File: src/rtl/cfmb_pkg.sv
`default_nettype none
// ----------------------------------------------------------------------------
// cfmb_pkg
// Shared types and constants of the framed message builder: frame magic,
// CRC-16/MODBUS constants, the type-to-length table and the sequencer states.
// ----------------------------------------------------------------------------
package cfmb_pkg;

  localparam logic [31:0] FRAME_PREAMBLE = 32'hAA55AA55;
  localparam logic [15:0] CRC_INIT   = 16'hFFFF;
  localparam logic [15:0] CRC_POLY   = 16'hA001;
  localparam logic [7:0]  NUM_TYPES  = 8'd9;
  localparam logic [3:0]  HDR_BYTES  = 4'd7;

  localparam logic [3:0] IDX_MAGIC0 = 4'd0;
  localparam logic [3:0] IDX_MAGIC1 = 4'd1;
  localparam logic [3:0] IDX_MAGIC2 = 4'd2;
  localparam logic [3:0] IDX_MAGIC3 = 4'd3;
  localparam logic [3:0] IDX_TYPE   = 4'd4;
  localparam logic [3:0] IDX_LEN_LO = 4'd5;
  localparam logic [3:0] IDX_LEN_HI = 4'd6;

  typedef enum logic [1:0] {
    ST_IDLE = 2'b01,
    ST_SEND = 2'b10
  } state_t;

  function automatic logic [3:0] type_len(input logic [7:0] t);
    logic [3:0] len;
    case (t)
      8'd0, 8'd1, 8'd2, 8'd3: len = 4'd0;
      8'd4:                   len = 4'd1;
      8'd5, 8'd6, 8'd7, 8'd8: len = 4'd4;
      default:                len = 4'd0;
    endcase
    return len;
  endfunction

endpackage
`default_nettype wire

File: src/rtl/cfmb_crc_unit.sv
`default_nettype none
// ----------------------------------------------------------------------------
// cfmb_crc_unit
// Bytewise CRC-16/MODBUS update: folds one byte into the running CRC using
// the reflected polynomial, eight bit steps per byte.
// ----------------------------------------------------------------------------
module cfmb_crc_unit
  import cfmb_pkg::*;
(
  input  wire logic [15:0] crc_in,
  input  wire logic [7:0]  data,
  output logic      [15:0] crc_out
);

  always_comb begin
    logic [15:0] c;
    c = crc_in ^ {8'h00, data};
    for (int j = 0; j < 8; j++) begin
      if (c[0]) begin
        c = (c >> 1) ^ CRC_POLY;
      end else begin
        c = c >> 1;
      end
    end
    crc_out = c;
  end

endmodule
`default_nettype wire

File: src/rtl/crc_framed_message_builder.sv
`default_nettype none
// ----------------------------------------------------------------------------
// crc_framed_message_builder
// Turns one message request into a CRC-16/MODBUS protected byte frame.
// ----------------------------------------------------------------------------
// Each accepted request is checked against the type length table; a bad type
// or a size mismatch is dropped in the accept cycle. A good request becomes a
// frame of 9, 10 or 13 bytes (magic, type, length, payload, CRC low then high)
// sent one byte per cycle unless out_stall holds it, last_byte marking the final
// CRC byte. The byte counter and the bytewise CRC unit are shared by every
// frame byte, so a new request is accepted only once the previous frame is
// done; in_stall is high while a frame is in flight.
// ----------------------------------------------------------------------------
module crc_framed_message_builder
  import cfmb_pkg::*;
#(
  parameter int MAX_PAYLOAD_BYTES = 4
) (
  input  wire logic        clk,
  input  wire logic        rst,
  input  wire logic        in_valid,
  output logic             in_stall,
  input  wire logic [7:0]  msg_type,
  input  wire logic [31:0] payload_word,
  input  wire logic [7:0]  payload_size,
  output logic             out_valid,
  input  wire logic        out_stall,
  output logic [7:0]       frame_byte,
  output logic [3:0]       byte_index,
  output logic             last_byte
);

  state_t      state;
  logic [7:0]  type_reg;
  logic [31:0] payload;
  logic [3:0]  plen;
  logic [3:0]  idx;
  logic [15:0] crc;
  logic [15:0] crc_next;

  logic [3:0] in_len;
  logic       in_ok;
  logic       in_xfer;
  logic       out_xfer;
  logic [3:0] crc_lo_idx;
  logic [3:0] pay_idx;

  assign in_len  = type_len(msg_type);
  assign in_ok   = (msg_type < NUM_TYPES) && (payload_size == {4'd0, in_len})
                   && (int'(in_len) <= MAX_PAYLOAD_BYTES);
  assign in_stall = (state != ST_IDLE);
  assign in_xfer  = in_valid && !in_stall;

  assign out_valid  = (state == ST_SEND);
  assign out_xfer   = out_valid && !out_stall;
  assign crc_lo_idx = HDR_BYTES + plen;
  assign pay_idx    = idx - HDR_BYTES;
  assign byte_index = idx;
  assign last_byte  = (idx == crc_lo_idx + 4'd1);

  always_comb begin
    case (idx)
      IDX_MAGIC0: frame_byte = FRAME_PREAMBLE[7:0];
      IDX_MAGIC1: frame_byte = FRAME_PREAMBLE[15:8];
      IDX_MAGIC2: frame_byte = FRAME_PREAMBLE[23:16];
      IDX_MAGIC3: frame_byte = FRAME_PREAMBLE[31:24];
      IDX_TYPE:   frame_byte = type_reg;
      IDX_LEN_LO: frame_byte = {4'd0, plen};
      IDX_LEN_HI: frame_byte = 8'h00;
      default: begin
        if (idx == crc_lo_idx) begin
          frame_byte = crc[7:0];
        end else if (idx == crc_lo_idx + 4'd1) begin
          frame_byte = crc[15:8];
        end else if (pay_idx < 4'd4) begin
          frame_byte = payload[{pay_idx[1:0], 3'b000} +: 8];
        end else begin
          frame_byte = 8'h00;
        end
      end
    endcase
  end

  cfmb_crc_unit u_crc (
    .crc_in  (crc),
    .data    (frame_byte),
    .crc_out (crc_next)
  );

  always_ff @(posedge clk) begin
    if (rst) begin
      state <= ST_IDLE;
      idx   <= 4'd0;
    end else begin
      case (state)
        ST_IDLE: begin
          if (in_xfer && in_ok) begin
            state <= ST_SEND;
            idx   <= 4'd0;
          end
        end
        ST_SEND: begin
          if (out_xfer) begin
            idx <= idx + 4'd1;
            if (last_byte) begin
              state <= ST_IDLE;
            end
          end
        end
        default: state <= ST_IDLE;
      endcase
    end
  end

  always_ff @(posedge clk) begin
    if (in_xfer) begin
      type_reg <= msg_type;
      payload  <= payload_word;
      plen     <= in_len;
      crc      <= CRC_INIT;
    end else if (out_xfer && (idx < crc_lo_idx)) begin
      crc <= crc_next;
    end
  end

  a_stall_tracks_frame: assert property (@(posedge clk) disable iff (rst)
    in_stall == out_valid)
    else $error("input stall does not match frame in flight");

  a_idx_in_range: assert property (@(posedge clk) disable iff (rst)
    out_valid |-> (idx <= crc_lo_idx + 4'd1))
    else $error("byte counter beyond end of frame");

  a_idle_after_last: assert property (@(posedge clk) disable iff (rst)
    (out_xfer && last_byte) |=> !out_valid)
    else $error("frame continues after last byte");

  a_drop_bad_item: assert property (@(posedge clk) disable iff (rst)
    (in_xfer && !in_ok) |=> !out_valid)
    else $error("rejected request produced a frame");

  a_frame_starts_at_zero: assert property (@(posedge clk) disable iff (rst)
    (in_xfer && in_ok) |=> (out_valid && idx == 4'd0 && crc == CRC_INIT))
    else $error("frame did not start cleanly");

  a_crc_holds_on_stall: assert property (@(posedge clk) disable iff (rst)
    (out_valid && out_stall) |=> $stable(crc) && $stable(idx))
    else $error("frame state moved while stalled");

endmodule
`default_nettype wire
File: config.mk
export PLATFORM = sky130hd
export DESIGN_NAME = crc_framed_message_builder
export DESIGN_NICKNAME = d
export VERILOG_FILES = /design/src/rtl/cfmb_pkg.sv /design/src/rtl/cfmb_crc_unit.sv /design/src/rtl/crc_framed_message_builder.sv
export SDC_FILE = /design/constraint.sdc
export NUM_CORES = 1
export LEC_CHECK = 0
export BUFFER_PORTS_ARGS = -buffer_cell sky130_fd_sc_hd__buf_2
export CORE_ASPECT_RATIO = 0.75
export CORE_UTILIZATION = 55
export CTS_BUF_LIST = sky130_fd_sc_hd__clkbuf_4
export DETAILED_ROUTE_END_ITERATION = 6
export GPL_ROUTABILITY_DRIVEN = 0
export PLACE_DENSITY = 0.79
export SLEW_MARGIN = 10
export SYNTH_ARGS = -nofsm -noshare
export SYNTH_HDL_FRONTEND = slang
export SYNTH_SLANG_ARGS = --single-unit
File: constraint.sdc
create_clock -name clk -period 4.1 [get_ports clk]
set_input_delay 0.615 -clock clk [delete_from_list [all_inputs] [get_ports clk]]
set_output_delay 0.615 -clock clk [all_outputs]
set_load 0.01 [all_outputs]
== After elaboration in Yosys (flattened, before gate mapping) ==
Memories as Yosys holds them, arrays and structs flattened.
Cells that the tools add are included.

* Output and inout bits: 15
* ROM bits: 32
* Memories kept: 1
* Register bits after elaboration: 66
* Bits in latches: 0
* Word-level logic and storage cells: 75
* Input bits: 52
* Memory bits (writable): 0

* Div/mod/pow operators: 0
* Equal/unequal tests: 15
* Bitwise logic cells: 9
* $mul: 0
* Reduce and logical (&&, ||, !) cells: 15
* $lt $le $gt $ge: 4
* Mux-type cells: 20
* Shift operators: 1
* $add $sub $neg: 4

{| class="wikitable"
|+ Memories
! name !! words !! width !! read ports !! clocked after memory_dff !! write ports !! RTL line !! source
|-
| (no name shown) || 16 || 2 || 1 || 0 || 0 || cfmb_pkg.sv:30 || <nowiki>case (t)</nowiki>
|}

{| class="wikitable"
|+ Operator list
! kind !! number
|-
| 16-bit two-way mux || 8
|-
| 8-bit case mux with 5 select lines || 1
|-
| 32-bit by 6-bit indexed part select with 8-bit output || 1
|-
| 8-bit two-way mux || 3
|-
| 2-bit NOT with 3-bit output || 8
|-
| 16-bit by 8-bit XOR with 16-bit output || 1
|-
| 4-bit by 3-bit == test with 1-bit output (second input constant) || 3
|-
| 4-bit two-way mux || 3
|-
| 4-bit by 1-bit adder with 4-bit output (second input constant) || 2
|-
| 4-bit by 2-bit == test with 1-bit output (second input constant) || 2
|-
| 4-bit == test || 2
|-
| 8-bit by 4-bit == test with 1-bit output || 1
|-
| 4-bit logical NOT || 2
|-
| 8-bit by 4-bit < comparator with 1-bit output (second input constant) || 1
|-
| 4-bit case mux with 2 select lines || 1
|-
| 1-bit logical AND || 6
|-
| 2-bit two-way mux || 3
|-
| 2-bit by 1-bit != test with 1-bit output (second input constant) || 3
|-
| 3-bit AND reduction || 2
|-
| 3-bit by 4-bit adder with 4-bit output (first input constant) || 1
|-
| 4-bit by 1-bit == test with 1-bit output (second input constant) || 1
|-
| 4-bit by 3-bit less-or-equal comparator with 1-bit output (second input constant) || 1
|-
| 4-bit by 3-bit < comparator with 1-bit output (second input constant) || 1
|-
| 4-bit < comparator || 1
|-
| other kinds (8) || 10
|}

== Logic depth before layout (Yosys ltp) ==
* Word-level depth: 23
* Depth in mapped cells: 15
* Gate-level depth less buffers: 12

== Cells and area by module ==
Synthesis repeated with hierarchy kept, for this count alone.

* Cell total of the unflattened synthesis: 284
* Area total of the unflattened synthesis: 3315.7 µm²

{| class="wikitable"
|+ Modules (own cells, without submodules)
! module !! times used !! area an instance (µm²) !! cells an instance !! seq. area each (µm²)
|-
| crc_framed_message_builder || 1 || 3031.7 || 255 || 1701.6
|-
| cfmb_crc_unit || 1 || 284.0 || 29 || 0.0
|}

== Least setup slack after synthesis ==
OpenSTA, ideal clock, no wires.

* Kind: flip-flop to flip-flop
* Start: register idx[0], in the netlist byte_index[0]
* End: register crc[14]
* Setup time: 0.070 ns
* Stages on the path, launching flop included: 15
* Clock period less this slack: 3.640 ns
* Path slack: 0.460 ns
* Data required time: 4.030 ns
* Buffers on the path: 2
* Arrival time: 3.570 ns
* Path through: dfxtp_1 buf_2 inv_1 ha_1 or3b_2 or2_1 buf_4 inv_2 a211o_1 mux2i_1 a311oi_2 xnor2_1 xnor3_2 xor2_1 o21ai_1

* Word-level cells in the longest chain between the ends: 16
* Elaborated cells between the ends (all ways): 35
* Those cells by class: add/sub (1); order compare (2); eq/ne (8); shift (1); mux (12); bitwise (7); reduce/logical (4)

{| class="wikitable"
|+ Ends and longest elaborated chain
! what !! RTL line !! source
|-
| from (decl) || crc_framed_message_builder.sv:37 || <nowiki>logic [3:0] idx;</nowiki>
|-
| from (signal assigned) || crc_framed_message_builder.sv:104 || <nowiki>idx <= idx + 4'd1;</nowiki>
|-
| 4-bit by 3-bit subtractor with 4-bit output || crc_framed_message_builder.sv:57 || <nowiki>assign pay_idx = idx - HDR_BYTES;</nowiki>
|-
| 32-bit by 6-bit indexed part select with 8-bit output or 4-bit by 3-bit < comparator with 1-bit output (tied branches) || crc_framed_message_builder.sv:76, crc_framed_message_builder.sv:75 ||
|-
| 8-bit two-way mux || crc_framed_message_builder.sv:75 || <nowiki>end else if (pay_idx < 4'd4) begin</nowiki>
|-
| 8-bit two-way mux || crc_framed_message_builder.sv:73 || <nowiki>end else if (idx == crc_lo_idx + 4'd1) begin</nowiki>
|-
| 8-bit two-way mux || crc_framed_message_builder.sv:71 || <nowiki>if (idx == crc_lo_idx) begin</nowiki>
|-
| 8-bit case mux with 5 select lines || crc_framed_message_builder.sv:62 || <nowiki>case (idx)</nowiki>
|-
| 16-bit by 8-bit XOR with 16-bit output || cfmb_crc_unit.sv:17 || <nowiki>c = crc_in ^ {8'h00, data};</nowiki>
|-
| 16-bit two-way mux or 2-bit NOT with 3-bit output (tied branches) (5 in a row) || - ||
|-
| 2-bit NOT with 3-bit output (no source line) or 16-bit two-way mux (tied branches) || - ||
|-
| 16-bit two-way mux (3 in a row) || cfmb_crc_unit.sv:19 || <nowiki>if (c[0]) begin</nowiki>
|-
| to (signal assigned) || crc_framed_message_builder.sv:122 || <nowiki>crc <= crc_next;</nowiki>
|-
| to (decl) || crc_framed_message_builder.sv:38 || <nowiki>logic [15:0] crc;</nowiki>
|}

Parallel ways exist; a longest one is shown, timed or not.
A chain may end at the register's enable or synchronous reset.

== Final worst setup path ==
* Start: register plen[0]
* End: output port frame_byte[3]

* Word-level cells in the longest chain between the ends: 6
* Elaborated cells between the ends (all ways): 7
* Those cells by class: add/sub (2); eq/ne (2); mux (3)

{| class="wikitable"
|+ Ends and longest elaborated chain
! what !! RTL line !! source
|-
| from (decl) || crc_framed_message_builder.sv:36 || <nowiki>logic [3:0] plen;</nowiki>
|-
| from (signal assigned) || crc_framed_message_builder.sv:119 || <nowiki>plen <= in_len;</nowiki>
|-
| 3-bit by 4-bit adder with 4-bit output (*) || crc_framed_message_builder.sv:56 || <nowiki>assign crc_lo_idx = HDR_BYTES + plen;</nowiki>
|-
| 4-bit by 1-bit adder with 4-bit output || crc_framed_message_builder.sv:73 ||
|-
| 4-bit == test || crc_framed_message_builder.sv:73 ||
|-
| 8-bit two-way mux || crc_framed_message_builder.sv:73 ||
|-
| 8-bit two-way mux (*) || crc_framed_message_builder.sv:71 ||
|-
| 8-bit case mux with 5 select lines (*) || crc_framed_message_builder.sv:62 ||
|-
| to (decl) || crc_framed_message_builder.sv:28 || <nowiki>output logic [7:0] frame_byte,</nowiki>
|}

Mark *: on every way between the ends. The rest lies on a longest branch, timed or not.

==> results.md <==
* Fmax achieved at 268 MHz
* Number of standard cells in the layout, taps in and fillers out at 485
* Total of fill cells in the finished design at 485
* Kind of path behind the tightest hold check: input port to flop
* Top_reg_cell synth: sky130_fd_sc_hd__edfxtp_1
* Remaining max-slew budget at the tightest pin at 0.540
* Fraction of layout cells with a size suffix above 1 at 0.287
* Detailed-placement wirelength estimate at 6080 um
* Latest clock arrival within the worst-skew pair at 0.42 ns
* Average cell area after synthesis at 10.8 um2
* Startpoint of the worst hold path: payload_word[17]
* Total routed wire length on the met1 layer at 3630 um
* Antenna diode count at 0
* Post-synth top cells: sky130_fd_sc_hd__edfxtp_1 (42), sky130_fd_sc_hd__a21oi_1 (36), sky130_fd_sc_hd__nand2_1 (29), sky130_fd_sc_hd__nor2_1 (23), sky130_fd_sc_hd__dfxtp_1 (22)
* Num Clock Sinks at 64
* Crit-path slowest cell: sky130_fd_sc_hd__or3b_2
* CTS clock-pin slew for the worst setup and hold paths at 0.12 ns
* Die ar. at 6810 um2
* Psw at 301 uW
* Number of cells traversed by the worst register-to-register path at 12
* DIE HEIGHT at 71.7 um
* Number of primary I/O pins at 67
* Register area at 1700 um2
* Longest Clk Path Bufs at 2
* Area contributors post-synth: sky130_fd_sc_hd__edfxtp_1 (35%), sky130_fd_sc_hd__dfxtp_1 (12%), sky130_fd_sc_hd__a21oi_1 (5.1%)
* Worst endpoint required time at 3.48 ns
* Share of the synthesized area in the top cell type at 0.354
* Remaining global-route overflow at 0
* Total power of the final layout at 1.25 mW
* LEAKAGE at 1.70 nW
* Via count of the first global-routing pass at 2709
* First-pass detailed-route iteration total at 6
* Post-synthesis cell area at 3570 um2
* Combinational cell fraction of total power at 0.057
* Switching portion of total power at 0.241
* Number of flops mapped to enable cells by yosys at 42
* Reg-to-reg critical path startpoint: plen[0]
* Clock tree from TritonCTS: built
* # Max-Cap Violations at 0
* Worst flop-to-flop path endpoint: crc[14]
* Multi-input logic area at 1760 um2
* DR vias/cell at 5.98
* Largest net degree at the start of global routing at 46
* Slew Viols, Final at 0
* Number of warning messages in the yosys log at 0
* Final routed wirelength across all metal layers at 8180 um
* Cell type with the largest total area after synthesis: sky130_fd_sc_hd__edfxtp_1
* Cell count after synthesis at 329
* Sum Neg Setup Slack at 0 ns
* Length of routed met3 wiring at 659 um
* Fin. Hold Viols at 0
* Number of remaining DRC errors at 0
* Kind of critical path: flop to output port
* Final Skew at 0.0134 ns
* CP cell instances: inv_1, ha_1, or3b_2, or2_1, inv_2, nand2_1, a21oi_1, a21oi_1, o21ai_0, buf_2
* Post-Synthesis Net Count at 390
* Slack of the critical path at 0.369 ns
* Clock period minus worst slack at 3.73 ns
* H-tree depth at 3
* Top sig layer: met4
* Kind of launch point of the worst setup path: flop
* Final cycle utilization of the critical path at 0.910
* Per-cell routed wire length at 16.9 um
* Met2 wire len at 3760 um
* Layout overhead on the synthesized area at 15.8%
* Worst hold endpoint: payload[17]
* Crit-path max FO at 14
* Post-synthesis cell type count at 60
* Initial antenna violation count at 0
* Cell internal power dissipation at 949 uW
* Worst vdd ir at 0.182 mV
* Global-route wire length before repair at 13200 um
* Worst slack, placed at 0.579 ns
* Final ANT Viol Nets at 0
* Number of buffers added by the clock tree synthesis step at 9
* Sort of element at the end of the critical path: output port
* Worst Max-Slew Pin Slew at 0.680 ns
* Share of synthesized flip-flops with an asynchronous set or reset at 0
* Seq/Total Area, Yosys at 0.477
* Via count at 2901
* Number of gates given a new drive strength after cts at 0
* Row count at 25
* Number of flip-flops in the largest register at 32
* Net count reported at finish at 460
* Yosys reg bits at 64
* Number of cells on the worst hold path at 1
* Final count of negative-setup-slack endpoints at 0
* Unrepaired setup endpoints after global routing: no
* Data arrival, critical path at 3.12 ns
* Die width at 95.0 um
* Slack of the worst reg-to-reg path at 0.51 ns
* Initial detailed-routing violation count at 259
* Post-CTS setup buffers at 0
* Relative contribution of sequential cells to total power at 0.587
* Outcome: finished, final reports clean
* Power per cell area at 303 nW/um2
* Buffer cell driving the clock tree root: sky130_fd_sc_hd__clkbuf_4
* Cell occurring most often along the worst timing path: sky130_fd_sc_hd__a21oi_1
* Clock network power share at 0.356
* Initial core utilization at 0.567
* Hold_buf cts at 0
* GRT Total Usage at 0.265
* Placed Instances at 469
* Most used standard cell by instance count after synthesis: sky130_fd_sc_hd__edfxtp_1
* PortBufs at 66
* Core region area at 6290 um2
* Peak per-stage delay on the critical path at 0.49 ns
-- cell usage in the layout, fill, tap and decap left out, types with 4 or more instances in the layout --
master	count
sky130_fd_sc_hd__o21ai_0	18
sky130_fd_sc_hd__clkbuf_4	9
sky130_fd_sc_hd__nand2b_1	4
sky130_fd_sc_hd__buf_4	7
sky130_fd_sc_hd__a21oi_1	36
sky130_fd_sc_hd__mux4_2	8
sky130_fd_sc_hd__dfxtp_1	22
sky130_fd_sc_hd__xnor2_1	9
sky130_fd_sc_hd__or3_1	4
sky130_fd_sc_hd__nand3_1	13
sky130_fd_sc_hd__o211ai_1	10
sky130_fd_sc_hd__edfxtp_1	42
sky130_fd_sc_hd__xor2_1	4
sky130_fd_sc_hd__nor2_1	23
sky130_fd_sc_hd__nor2b_1	4
sky130_fd_sc_hd__buf_2	66
sky130_fd_sc_hd__o21bai_1	4
sky130_fd_sc_hd__inv_1	7
sky130_fd_sc_hd__nand2_1	29
sky130_fd_sc_hd__mux2i_1	10
sky130_fd_sc_hd__ha_1	9
-- critical path, delay by kind of cell (launching register included) --
family | cells | cell delay (ns)
compound gates | 3 | 0.46
fa+ha+maj | 1 | 0.26
buf+inv | 3 | 0.55
flops | 1 | 0.47
simple gates | 3 | 0.95
-- final cells by class --
class | count | area share
clock inverter | 7 | 0.0191
tap | 81 | 0.0245
clock buffer | 9 | 0.0164
inverter | 9 | 0.00818
timing repair buffer | 73 | 0.0927
multi-input combinational | 242 | 0.427
sequential | 64 | 0.412
-- kinds of logic after synthesis --
| family | count (synthesis) | share of synthesized area |
|---|---|---|
| XOR/XNOR | 16 | 0.0502 |
| multiplexers | 21 | 0.0881 |
| AO/OA/AOI/OAI | 99 | 0.193 |
| AND/OR/NAND/NOR | 97 | 0.132 |
| adder cells (fa/ha/maj) | 9 | 0.0316 |
| buffers and inverters | 23 | 0.0284 |
| flip-flops | 64 | 0.477 |
-- routing by layer --
| layer | up-vias | track usage |
|---|---|---|
| li1 | 1381 | - |
| met1 | 1375 | 0.371 |
| met2 | 133 | 0.395 |
| met3 | 12 | 0.0679 |
| met4 | 0 | 0.109 |
| met5 | - | 0 |
-- stage by stage --
stage	hold slack (ns)	util	instance area, um2
finish	0.356	0.657	4130
global route	0.309	0.657	4130
CTS	0.328	0.657	4130
detailed placement	0.496	0.633	3980
global placement	0.496	0.633	3980
floorplan	0.456	-	3570
-- power groups by stage --
stage               combinational [mW]  sequential, mW  clock (mW)
floorplan                       0.0353           0.743           0
global placement                0.0695           0.746           0
detailed placement              0.0719           0.748           0
CTS                             0.0721           0.734       0.454
global route                    0.0784           0.737       0.481
finish                          0.0719           0.733       0.445
-- worst max-delay path by stage --
stage	from	endpoint
finish	plen[0]	frame_byte[3]
floorplan	byte_index[0]	crc[14]
global route	plen[0]	frame_byte[3]
CTS	plen[0]	frame_byte[3]
detailed placement	plen[0]	crc[14]
global placement	plen[0]	crc[14]
No activity file was read; power rests on OpenSTA's default activity.
